<file path="config.mk">
export PLATFORM = sky130hd
export DESIGN_NAME = spi_register_access_master
export DESIGN_NICKNAME = d
export VERILOG_FILES = /design/src/srm_pkg.sv /design/src/srm_core.sv /design/src/srm_skid.sv /design/src/spi_register_access_master.sv
export SDC_FILE = /design/constraint.sdc
export NUM_CORES = 1
export LEC_CHECK = 0
export BUFFER_PORTS_ARGS = -buffer_cell sky130_fd_sc_hd__clkbuf_2
export CAP_MARGIN = 20
export CORE_ASPECT_RATIO = 0.7
export CORE_MARGIN = 3
export CORE_UTILIZATION = 58
export CTS_BUF_LIST = sky130_fd_sc_hd__clkbuf_16
export DETAILED_ROUTE_END_ITERATION = 7
export PLACE_DENSITY = 0.8
export RECOVER_POWER = 25
export SYNTH_ARGS = -nofsm -noshare
export SYNTH_HDL_FRONTEND = slang
export SYNTH_SLANG_ARGS = --single-unit
</file>
<file path="constraint.sdc">
create_clock -name i_clk -period 4.15 [get_ports i_clk]
set_input_delay 0.6225 -clock i_clk [delete_from_list [all_inputs] [get_ports i_clk]]
set_output_delay 0.6225 -clock i_clk [all_outputs]
set_load 0.02 [all_outputs]
</file>
<file path="src/srm_pkg.sv">
`timescale 1ns / 1ps
`default_nettype none

package srm_pkg;

    // Default length of the register data phase, in bits.
    localparam int DATA_BITS_DEF = 24;
    // Command byte length and width of the returned register value.
    localparam int CMD_BITS = 8;
    localparam int RD_BITS  = 24;

    // Request kinds; the same codes mark the kind of frame in progress.
    typedef logic [1:0] t_req;
    localparam t_req REQ_TICK  = 2'd0;
    localparam t_req REQ_BYTE  = 2'd1;
    localparam t_req REQ_READ  = 2'd2;
    localparam t_req REQ_WRITE = 2'd3;

    // Flag set in the command byte of a register write.
    localparam logic [CMD_BITS-1:0] WRITE_FLAG = 8'h40;

    // One input item: a half-bit tick, possibly carrying a request.
    typedef struct packed {
        t_req                req_type;
        logic [CMD_BITS-1:0] cmd_or_addr;
        logic [RD_BITS-1:0]  write_data;
        logic                miso;
    } t_req_item;

    // One result item: the line levels and status after the tick.
    typedef struct packed {
        logic               sclk;
        logic               mosi;
        logic               cs_n;
        logic               busy_res;
        logic               done_res;
        logic [RD_BITS-1:0] read_data;
    } t_res_item;

endpackage

`default_nettype wire

</file>
<file path="src/srm_core.sv">
`timescale 1ns / 1ps
`default_nettype none

module srm_core #(
    parameter int DATA_BITS = srm_pkg::DATA_BITS_DEF
) (
    input  wire                     i_clk,
    input  wire                     i_rst_n,
    input  wire                     i_take,
    input  wire srm_pkg::t_req_item i_item,
    output srm_pkg::t_res_item      o_res
);

    localparam int CMD_BITS = srm_pkg::CMD_BITS;
    localparam int RD_BITS  = srm_pkg::RD_BITS;
    localparam int CNT_W    = $clog2(DATA_BITS + CMD_BITS + 1);
    localparam logic [CNT_W-1:0] FRAME_LEN = CNT_W'(DATA_BITS + CMD_BITS);
    localparam logic [CNT_W-1:0] DATA_LEN  = CNT_W'(DATA_BITS);
    localparam logic [CNT_W-1:0] BYTE_LEN  = CNT_W'(CMD_BITS);
    localparam logic [CNT_W-1:0] WORD_LEN  = CNT_W'(RD_BITS);
    localparam logic [RD_BITS-1:0] DMASK =
        (DATA_BITS >= RD_BITS) ? {RD_BITS{1'b1}} : RD_BITS'((64'd1 << DATA_BITS) - 64'd1);

    // Frame state.
    srm_pkg::t_req        r_kind, n_kind;
    logic [CNT_W-1:0]     r_bits, n_bits;
    logic                 r_phase, n_phase;
    logic [CMD_BITS-1:0]  r_cmd, n_cmd;
    logic [RD_BITS-1:0]   r_wdata, n_wdata;
    logic [RD_BITS-1:0]   r_rx, n_rx;
    logic                 r_sel, n_sel;
    logic                 r_mosi, n_mosi;

    logic                 done;
    logic [RD_BITS-1:0]   rd;
    logic [CNT_W-1:0]     bit_idx;
    logic [CNT_W-1:0]     data_len;
    logic [CNT_W-1:0]     cmd_off;
    logic [CMD_BITS-1:0]  cmd;
    logic                 sample;

    // Command byte for a new request.
    always_comb begin
        unique case (i_item.req_type)
            srm_pkg::REQ_READ:  cmd = {i_item.cmd_or_addr[CMD_BITS-2:0], 1'b0};
            srm_pkg::REQ_WRITE: cmd = {i_item.cmd_or_addr[CMD_BITS-2:0], 1'b0}
                                      | srm_pkg::WRITE_FLAG;
            default:            cmd = i_item.cmd_or_addr;
        endcase
    end

    // Bit position within the frame and its offset into the command byte.
    assign bit_idx  = r_bits - 1'b1;
    assign data_len = (r_kind == srm_pkg::REQ_BYTE) ? '0 : DATA_LEN;
    assign cmd_off  = bit_idx - data_len;

    // One tick of the frame sequencer.
    always_comb begin
        n_kind  = r_kind;
        n_bits  = r_bits;
        n_phase = r_phase;
        n_cmd   = r_cmd;
        n_wdata = r_wdata;
        n_rx    = r_rx;
        n_sel   = r_sel;
        n_mosi  = r_mosi;
        done    = 1'b0;
        sample  = 1'b0;
        rd      = '0;
        if (r_kind == srm_pkg::REQ_TICK) begin
            // Idle: a request opens a new frame.
            if (i_item.req_type != srm_pkg::REQ_TICK) begin
                n_kind  = i_item.req_type;
                n_cmd   = cmd;
                n_wdata = (i_item.req_type == srm_pkg::REQ_WRITE) ?
                          (i_item.write_data & DMASK) : '0;
                n_rx    = '0;
                n_bits  = (i_item.req_type == srm_pkg::REQ_BYTE) ? BYTE_LEN : FRAME_LEN;
                n_phase = 1'b1;
                n_sel   = 1'b0;
            end
        end else if (r_phase && (r_bits != '0)) begin
            // Low phase: drive the next bit; byte frames and the data bits of a read sample the slave.
            if (bit_idx >= data_len) begin
                n_mosi = r_cmd[cmd_off[2:0]];
                sample = (r_kind == srm_pkg::REQ_BYTE);
            end else if (r_kind == srm_pkg::REQ_READ) begin
                n_mosi = 1'b1;
                sample = 1'b1;
            end else begin
                n_mosi = (bit_idx >= WORD_LEN) ? 1'b0 : r_wdata[bit_idx[4:0]];
            end
            if (sample) begin
                n_rx = {r_rx[RD_BITS-2:0], i_item.miso};
            end
            n_phase = 1'b0;
        end else begin
            // High phase ends a bit; the frame ends with its last bit.
            if (!r_phase) begin
                n_phase = 1'b1;
                n_bits  = bit_idx;
            end
            if (!r_phase ? (bit_idx == '0) : 1'b1) begin
                done    = 1'b1;
                n_sel   = 1'b1;
                n_phase = 1'b1;
                n_kind  = srm_pkg::REQ_TICK;
                n_bits  = '0;
                if (r_kind == srm_pkg::REQ_BYTE) begin
                    rd = {{(RD_BITS-CMD_BITS){1'b0}}, r_rx[CMD_BITS-1:0]};
                end else if (r_kind == srm_pkg::REQ_READ) begin
                    rd = r_rx;
                end
            end
        end
    end

    // Result of this tick.
    assign o_res.sclk      = n_phase;
    assign o_res.mosi      = n_mosi;
    assign o_res.cs_n      = n_sel;
    assign o_res.busy_res  = (n_kind != srm_pkg::REQ_TICK);
    assign o_res.done_res  = done;
    assign o_res.read_data = rd;

    // State registers advance once per accepted item.
    always_ff @(posedge i_clk) begin
        if (!i_rst_n) begin
            r_kind  <= srm_pkg::REQ_TICK;
            r_bits  <= '0;
            r_phase <= 1'b1;
            r_cmd   <= '0;
            r_wdata <= '0;
            r_rx    <= '0;
            r_sel   <= 1'b1;
            r_mosi  <= 1'b0;
        end else if (i_take) begin
            r_kind  <= n_kind;
            r_bits  <= n_bits;
            r_phase <= n_phase;
            r_cmd   <= n_cmd;
            r_wdata <= n_wdata;
            r_rx    <= n_rx;
            r_sel   <= n_sel;
            r_mosi  <= n_mosi;
        end
    end

endmodule

`default_nettype wire

</file>
<file path="src/srm_skid.sv">
`timescale 1ns / 1ps
`default_nettype none

module srm_skid (
    input  wire                     i_clk,
    input  wire                     i_rst_n,
    input  wire                     i_valid,
    output logic                    o_stall,
    input  wire srm_pkg::t_res_item i_item,
    output logic                    o_valid,
    input  wire                     i_stall,
    output srm_pkg::t_res_item      o_item
);

    logic               r_out_valid;
    logic               r_skid_valid;
    srm_pkg::t_res_item r_out;
    srm_pkg::t_res_item r_skid;
    logic               out_fire;
    logic               in_fire;

    assign out_fire = r_out_valid && !i_stall;
    assign in_fire  = i_valid && !r_skid_valid;
    assign o_stall  = r_skid_valid;
    assign o_valid  = r_out_valid;
    assign o_item   = r_out;

    // Valid flags of the output register and the skid entry.
    always_ff @(posedge i_clk) begin
        if (!i_rst_n) begin
            r_out_valid  <= 1'b0;
            r_skid_valid <= 1'b0;
        end else if (r_skid_valid) begin
            if (out_fire) begin
                r_skid_valid <= 1'b0;
            end
        end else if (in_fire) begin
            if (r_out_valid && !out_fire) begin
                r_skid_valid <= 1'b1;
            end else begin
                r_out_valid <= 1'b1;
            end
        end else if (out_fire) begin
            r_out_valid <= 1'b0;
        end
    end

    // Payload moves without reset.
    always_ff @(posedge i_clk) begin
        if (r_skid_valid) begin
            if (out_fire) begin
                r_out <= r_skid;
            end
        end else if (in_fire) begin
            if (r_out_valid && !out_fire) begin
                r_skid <= i_item;
            end else begin
                r_out <= i_item;
            end
        end
    end

endmodule

`default_nettype wire

</file>
<file path="src/spi_register_access_master.sv">
`timescale 1ns / 1ps
`default_nettype none

// Channel   Direction  Handshake                   Payload
// in        input      i_in_valid / o_in_stall     i_in_item  (srm_pkg::t_req_item)
// out       output     o_out_valid / i_out_stall   o_out_item (srm_pkg::t_res_item)
//
// Each item is one half-bit tick and yields one result item, registered as it is taken.
// Unless stalled, one item can be taken per cycle, updating the frame sequencer state.
// A two-entry output stage (register plus skid entry) decouples the two channels.
// Synchronous active-low reset leaves the bus idle: clock high, chip select high.
// While the output stalls, input is taken until the skid entry fills, then stalled.

module spi_register_access_master #(
    parameter int DATA_BITS = srm_pkg::DATA_BITS_DEF
) (
    input  wire                     i_clk,
    input  wire                     i_rst_n,
    input  wire                     i_in_valid,
    output logic                    o_in_stall,
    input  wire srm_pkg::t_req_item i_in_item,
    output logic                    o_out_valid,
    input  wire                     i_out_stall,
    output srm_pkg::t_res_item      o_out_item
);

    srm_pkg::t_res_item res;
    logic               take;

    assign take = i_in_valid && !o_in_stall;

    // Frame sequencer.
    srm_core #(
        .DATA_BITS (DATA_BITS)
    ) u_core (
        .i_clk   (i_clk),
        .i_rst_n (i_rst_n),
        .i_take  (take),
        .i_item  (i_in_item),
        .o_res   (res)
    );

    // Result register with skid entry.
    srm_skid u_skid (
        .i_clk   (i_clk),
        .i_rst_n (i_rst_n),
        .i_valid (i_in_valid),
        .o_stall (o_in_stall),
        .i_item  (res),
        .o_valid (o_out_valid),
        .i_stall (i_out_stall),
        .o_item  (o_out_item)
    );

endmodule

`default_nettype wire
</file>
==> Word-level counts from Yosys, hierarchy flattened <==
Index checks and enable logic that the tools add are counted.
Widths: inputs -> output; s select.
{ "totals": {"out_inout_bits": 31, "reg_bits": 127, "word_cells": 119, "input_bits": 39} }
{ "op_classes": {"n_mux": 57, "n_bitwise": 1, "n_reduce_logical": 22, "n_eq_ne": 11, "order_cmp": 4, "add_sub_neg": 2} }
{ "op_table": {"columns": ["cell", "count"], "rows": [
  ["$mux 24", 10],
  ["$mux 29", 4],
  ["$mux 6", 6],
  ["$mux 1", 29],
  ["$pmux 8 s2", 1],
  ["$reduce_and 3->1", 4],
  ["$reduce_bool 2->1", 6],
  ["$mux 2", 4],
  ["$reduce_and 4->1", 2],
  ["$eq 2x2->1 const B", 3],
  ["$ge 6x5->1", 1],
  ["$ge 6x5->1 const B", 1],
  ["$logic_not 6->1", 1],
  ["$lt 5x6->1 const B", 1],
  ["$ne 2x2->1 const B", 3],
  ["$reduce_bool 6->1", 1],
  ["$sub 6x1->6 const B", 1],
  ["$bmux 1 s5", 1],
  ["$mux 5", 1],
  ["$eq 2x1->1 const B", 2],
  ["$logic_and 1x1->1", 4],
  ["$lt 3x4->1 const B", 1],
  ["$ne 2x1->1 const B", 2],
  ["$bmux 1 s3", 1],
  ["5 further kinds", 7]
]} }

==> Longest topological paths before layout <==
{ "depth": {"ltp_word": 11, "ltp_mapped": 16, "mapped_depth_nobuf": 12} }

==> Hierarchy <==
A second synthesis with hierarchy kept.
{ "unflattened": {"hier_cells": 517, "hier_area_um2": 5939.4} }
{ "modules_own_cells": {"columns": ["module", "seq_area_each_um2", "area_each_um2", "instances", "cells_per_inst"], "rows": [
  ["srm_core", 1341.3, 3589.7, 1, 412],
  ["srm_skid", 1781.7, 2336.0, 1, 104],
  ["spi_register_access_master", 0.0, 13.8, 1, 1]
]} }

==> Least setup slack after synthesis <==
OpenSTA, ideal clock, no wires.
{ "synth_path": {"path_type": "register to register", "startpoint": "register u_core.r_bits[0]", "endpoint": "register u_core.r_rx[10]", "required_ns": 4.076, "arrival_ns": 3.363, "path_stages_with_launch": 17, "n_path_buf": 4, "setup_ns": 0.074, "path_slack_ns": 0.713, "period_less_slack_ns": 3.437, "cell_sequence": "dfxtp_1 > buf_2 > inv_1 > ha_1 > clkbuf_1 > nor3b_1 > xnor2_1 > inv_1 > ha_1 > and4_1 > a221oi_1 > nand4b_1 > a311oi_2 > buf_6 > buf_6 > nand4_1 > o21ai_0"} }
{ "synth_via": {"elab_chain_len": 7, "elab_cells_between_ends": 10, "classes_between": "add/sub (1); order compare (1); mux (3); reduce/logical (5)"} }
{ "synth_lines": {"columns": ["item", "line_no", "rtl"], "rows": [
  ["start: declaration", "srm_core.sv:26", "logic [CNT_W-1:0] r_bits, n_bits;"],
  ["start signal: assignment", "srm_core.sv:139", "r_bits <= n_bits;"],
  ["$sub 6x1->6", "srm_core.sv:53", "assign bit_idx = r_bits - 1'b1;"],
  ["$ge 6x5->1", "srm_core.sv:84", "if (bit_idx >= data_len) begin"],
  ["$mux 1", "srm_core.sv:84", null],
  ["$mux 1", "srm_core.sv:82", "end else if (r_phase && (r_bits != '0)) begin"],
  ["$mux 1", "srm_core.sv:70", "if (r_kind == srm_pkg::REQ_TICK) begin"],
  ["$reduce_bool 2->1 (no line)", null, null],
  ["$reduce_and 4->1 (no line) *", null, null],
  ["end signal: assignment", "srm_core.sv:143", "r_rx <= n_rx;"],
  ["end: declaration", "srm_core.sv:30", "logic [RD_BITS-1:0] r_rx, n_rx;"]
]} }
Mark *: on every way between the ends. The rest lies on a longest branch, timed or not. The select of a mux whose other input is x is not followed.
A chain may end at the register's enable or synchronous reset.

==> Worst setup path after layout <==
{ "layout_path": {"startpoint": "register u_core.r_bits[1]", "endpoint": "register u_core.r_rx[22]"} }
Same word-level chain as after synthesis.

==> metrics.md <==
| Metric | Value |
|---|---|
| Core area | 9398 sq um |
| I/O Buffers | 69 |
| Worst Path Max Fanout | 48 |
| # fillers | 658 |
| Final hold violation count | 0 |
| Top_reg_cell synth | dfxtp_1 |
| Leakage | 2.512 nW |
| EDFF count, synth | 58 |
| Status | finished with violations |
| HPWL Detailed | 8.455 mm |
| Worst-Margin Slew | 1.718 ns |
| Setup Viol. Count Final | 0 |
| Most common cell after layout, fill and taps aside | nand2_1 |
| RePlAce Congestion | 0.8778 |
| Unrepaired setup endpoints after global routing | no |
| Startpoint Class | flop |
| Worst VDD drop | 0.3950 mV |
| First-pass GRT wire length | 21.83 mm |
| Logic pwr share | 0.102 |
| Cell Rows | 29 |
| WP data required | 4.49 ns |
| Initial drt markers | 455 |
| Area occupied by multi-input gates | 2417 sq um |
| Failing checks | max-capacitance violations, max-slew violations |
| Area delta synth->final | 16.42% |
| Final worst clock skew | 0.01479 ns |
| Initial antenna violation count | 0 |
| Detail Route Antenna Nets | 0 |
| Register area share after synthesis | 0.5364 |
| Hold buffers post-CTS | 0 |
| Slew headroom | -0.1454 |
| Total negative slack | 0 ns |
| Ys Warns | 0 |
| Final net count | 682 |
| Starting Density | 0.6195 |
| Post-cts sizing count | 0 |
| Layout cells sized above 1 | 0.1459 |
| IO Count | 70 |
| Worst-path clk slew | 0.06 ns |
| Switching Fraction | 0.2476 |
| Remaining Overflow, GRT | 0 |
| Internal | 2.461 mW |
| Reg2Reg Depth | 13 |
| Vias per cell | 5.963 |
| Clock Sinks | 127 |
| First drt pass iteration count | 6 |
| H-tree depth | 4 |
| Num CTS Buffers | 17 |
| Pin count of the biggest net entering global routing | 73 |
| Net count after synthesis | 635 |
| Vias | 4621 |
| Die area | 11300 sq um |
| WHS Path Cells | 3 |
| Wirelength, routed | 13.28 mm |
| Crit path kind | flop to flop |
| Setup crit end kind | flop |
| Clk Latency, worst-skew pair | 0.42 ns |
| Final period utilization | 0.9132 |
| Max Slew Vio Count | 30 |
| Fin cells | 775 |
| Total global-route track usage | 0.2400 |
| WP data arrival | 4.13 ns |
| Avg Inst Size Synth | 9.851 sq um |
| Number of distinct library cells after synthesis | 48 |
| Post-CTS setup buffer count | 0 |
| Maxcap violations | 1 |
| Mapped Area | 5822 sq um |
| Height of the die | 89.83 um |
| Clk pwr share | 0.475 |
| Async S/R FF share, synth | 0 |
| Highest Clock Rate | 263.9 MHz |
| Ant. Diodes | 0 |
| Pwr dens | 482.7 nW/um^2 |
| HP Class | input port to flop |
| Tmin final | 3.790 ns |
| Mapped Cells | 591 |
| Vias in the first global route | 4341 |
| CTS tree | built |
| Root Driver | clkbuf_16 |
| Most frequent cells in the layout | 114 x nand2_1, 69 x dfxtp_1, 61 x o21ai_0 |
| Total net switching power | 0.8102 mW |
| Reg area | 3123 sq um |
| Placed cells | 742 |
| Post-synthesis register bit count | 127 |
| Die width | 125.7 um |
| Wire per inst | 17.14 um |
| Max clock buf depth | 2 |
| Sequential Power Share | 0.423 |
| DRC | 0 |
==> synth_stat cells (all sizes together), types with 2 or more instances <==
cell    count  area (sq um)
nand2     114         427.9
and2       19         118.9
edfxtp     58          1742
nor2b       2         12.51
o41ai       2         17.52
o22a        2         17.52
nor3b       2         15.01
nor2       10         37.54
dfxtp      69          1381
buf        14         95.09
nand2b      4         25.02
inv        17         63.81
o21ai      61         305.3
a21boi     34         255.2
o211a       6         60.06
o31a        2         17.52
o31ai       5         51.30
nand4      32         200.2
or3         3         18.77
xnor2       4         35.03
o21a        2         15.01
ha          5         62.56
nand3      33         165.2
a31oi       3         18.77
nor3        7         35.03
a21oi       6         30.03
clkbuf     38         142.6
o211ai      3         22.52
and4        2         17.52
mux4        8         180.2
xor2        2         17.52
mux2i       8         80.08
==> per-stage QoR <==
| stage | instance area (sq um) | hold WS, ns | utilization | power [mW] | setup WS (ns) |
|---|---|---|---|---|---|
| 6_report | 6778 | 0.4484 | 0.7212 | 3.272 | 0.3602 |
| 5_1_grt | 6778 | 0.4662 | 0.7212 | 3.369 | 0.08596 |
| 4_1_cts | 6799 | 0.4450 | 0.7235 | 3.280 | 0.4042 |
| 3_5_place_dp | 6180 | 0.4578 | 0.6576 | 1.740 | 0.4773 |
| 3_3_place_gp | 6180 | 0.4476 | 0.6576 | 1.729 | 0.7187 |
| 2_1_floorplan | 5822 | 0.4377 | - | 1.647 | 0.7127 |
==> layer usage <==
layer,share of wire,global-route usage
met5,0,0
met4,0.0051,0.05893
met3,0.081,0.06517
met2,0.46,0.3572
met1,0.45,0.3517
==> state kept, by name, indices dropped and copies added (netlist names) <==
| name | count |
|---|---|
| u_core.r_bits | 6 |
| u_core.r_cmd | 8 |
| u_core.r_kind | 2 |
| u_core.r_mosi | 1 |
| u_core.r_phase | 1 |
| u_core.r_rx | 24 |
| u_core.r_sel | 1 |
| u_core.r_wdata | 24 |
| u_skid.o_item | 29 |
| u_skid.o_stall | 1 |
| u_skid.o_valid | 1 |
| u_skid.r_skid | 29 |
==> power by group through the flow <==
stage | logic (mW) | clock network, mW | registers, mW
finish | 0.332 | 1.55 | 1.39
global placement | 0.320 | 0 | 1.41
detailed placement | 0.330 | 0 | 1.41
floorplan | 0.212 | 0 | 1.44
global route | 0.365 | 1.61 | 1.39
CTS | 0.333 | 1.56 | 1.38
==> worst max-delay path, stage by stage (launching register included) <==
cell and delay [ns]:
dfxtp_1 0.53, inv_1 0.14, ha_1 0.32, nor3b_1 0.19
xnor2_1 0.20, inv_1 0.10, ha_1 0.31, and4_1 0.20
a221oi_1 0.45, nand4b_1 0.24, a311oi_4 0.32, buf_4 0.41
nand4_1 0.16, o21ai_0 0.13
==> cells by family (layout without fill, tap and decap cells) <==
logic type,count (synthesis),after routing,synth area share
AND/OR/NAND/NOR,235,235,0.1943
adder cells (fa/ha/maj),5,5,0.01075
multiplexers,17,17,0.04664
XOR/XNOR,6,6,0.009026
flip-flops,127,127,0.5364
AO/OA/AOI/OAI,132,132,0.1511
buffers and inverters,69,129,0.05179
==> final cells by class <==
type | count | share of cell area
multi-input combinational | 395 | 0.3567
sequential | 127 | 0.4608
clock buffer | 17 | 0.06277
timing repair buffer | 80 | 0.05889
tap | 124 | 0.02289
inverter | 17 | 0.009415
clock inverter | 15 | 0.02861
==> final timing paths <==
path | from | end | slack, ns
worst max-delay path | u_core.r_bits[1] | u_core.r_rx[22] | 0.36
worst min register to register | u_core.r_wdata[11] | u_core.r_wdata[11] | 0.46
worst max register to register | u_core.r_bits[1] | u_core.r_rx[22] | 0.36
worst min-delay path | i_in_item[3] | u_core.r_wdata[2] | 0.45
Note: power is estimated with default switching activity, not from simulation.
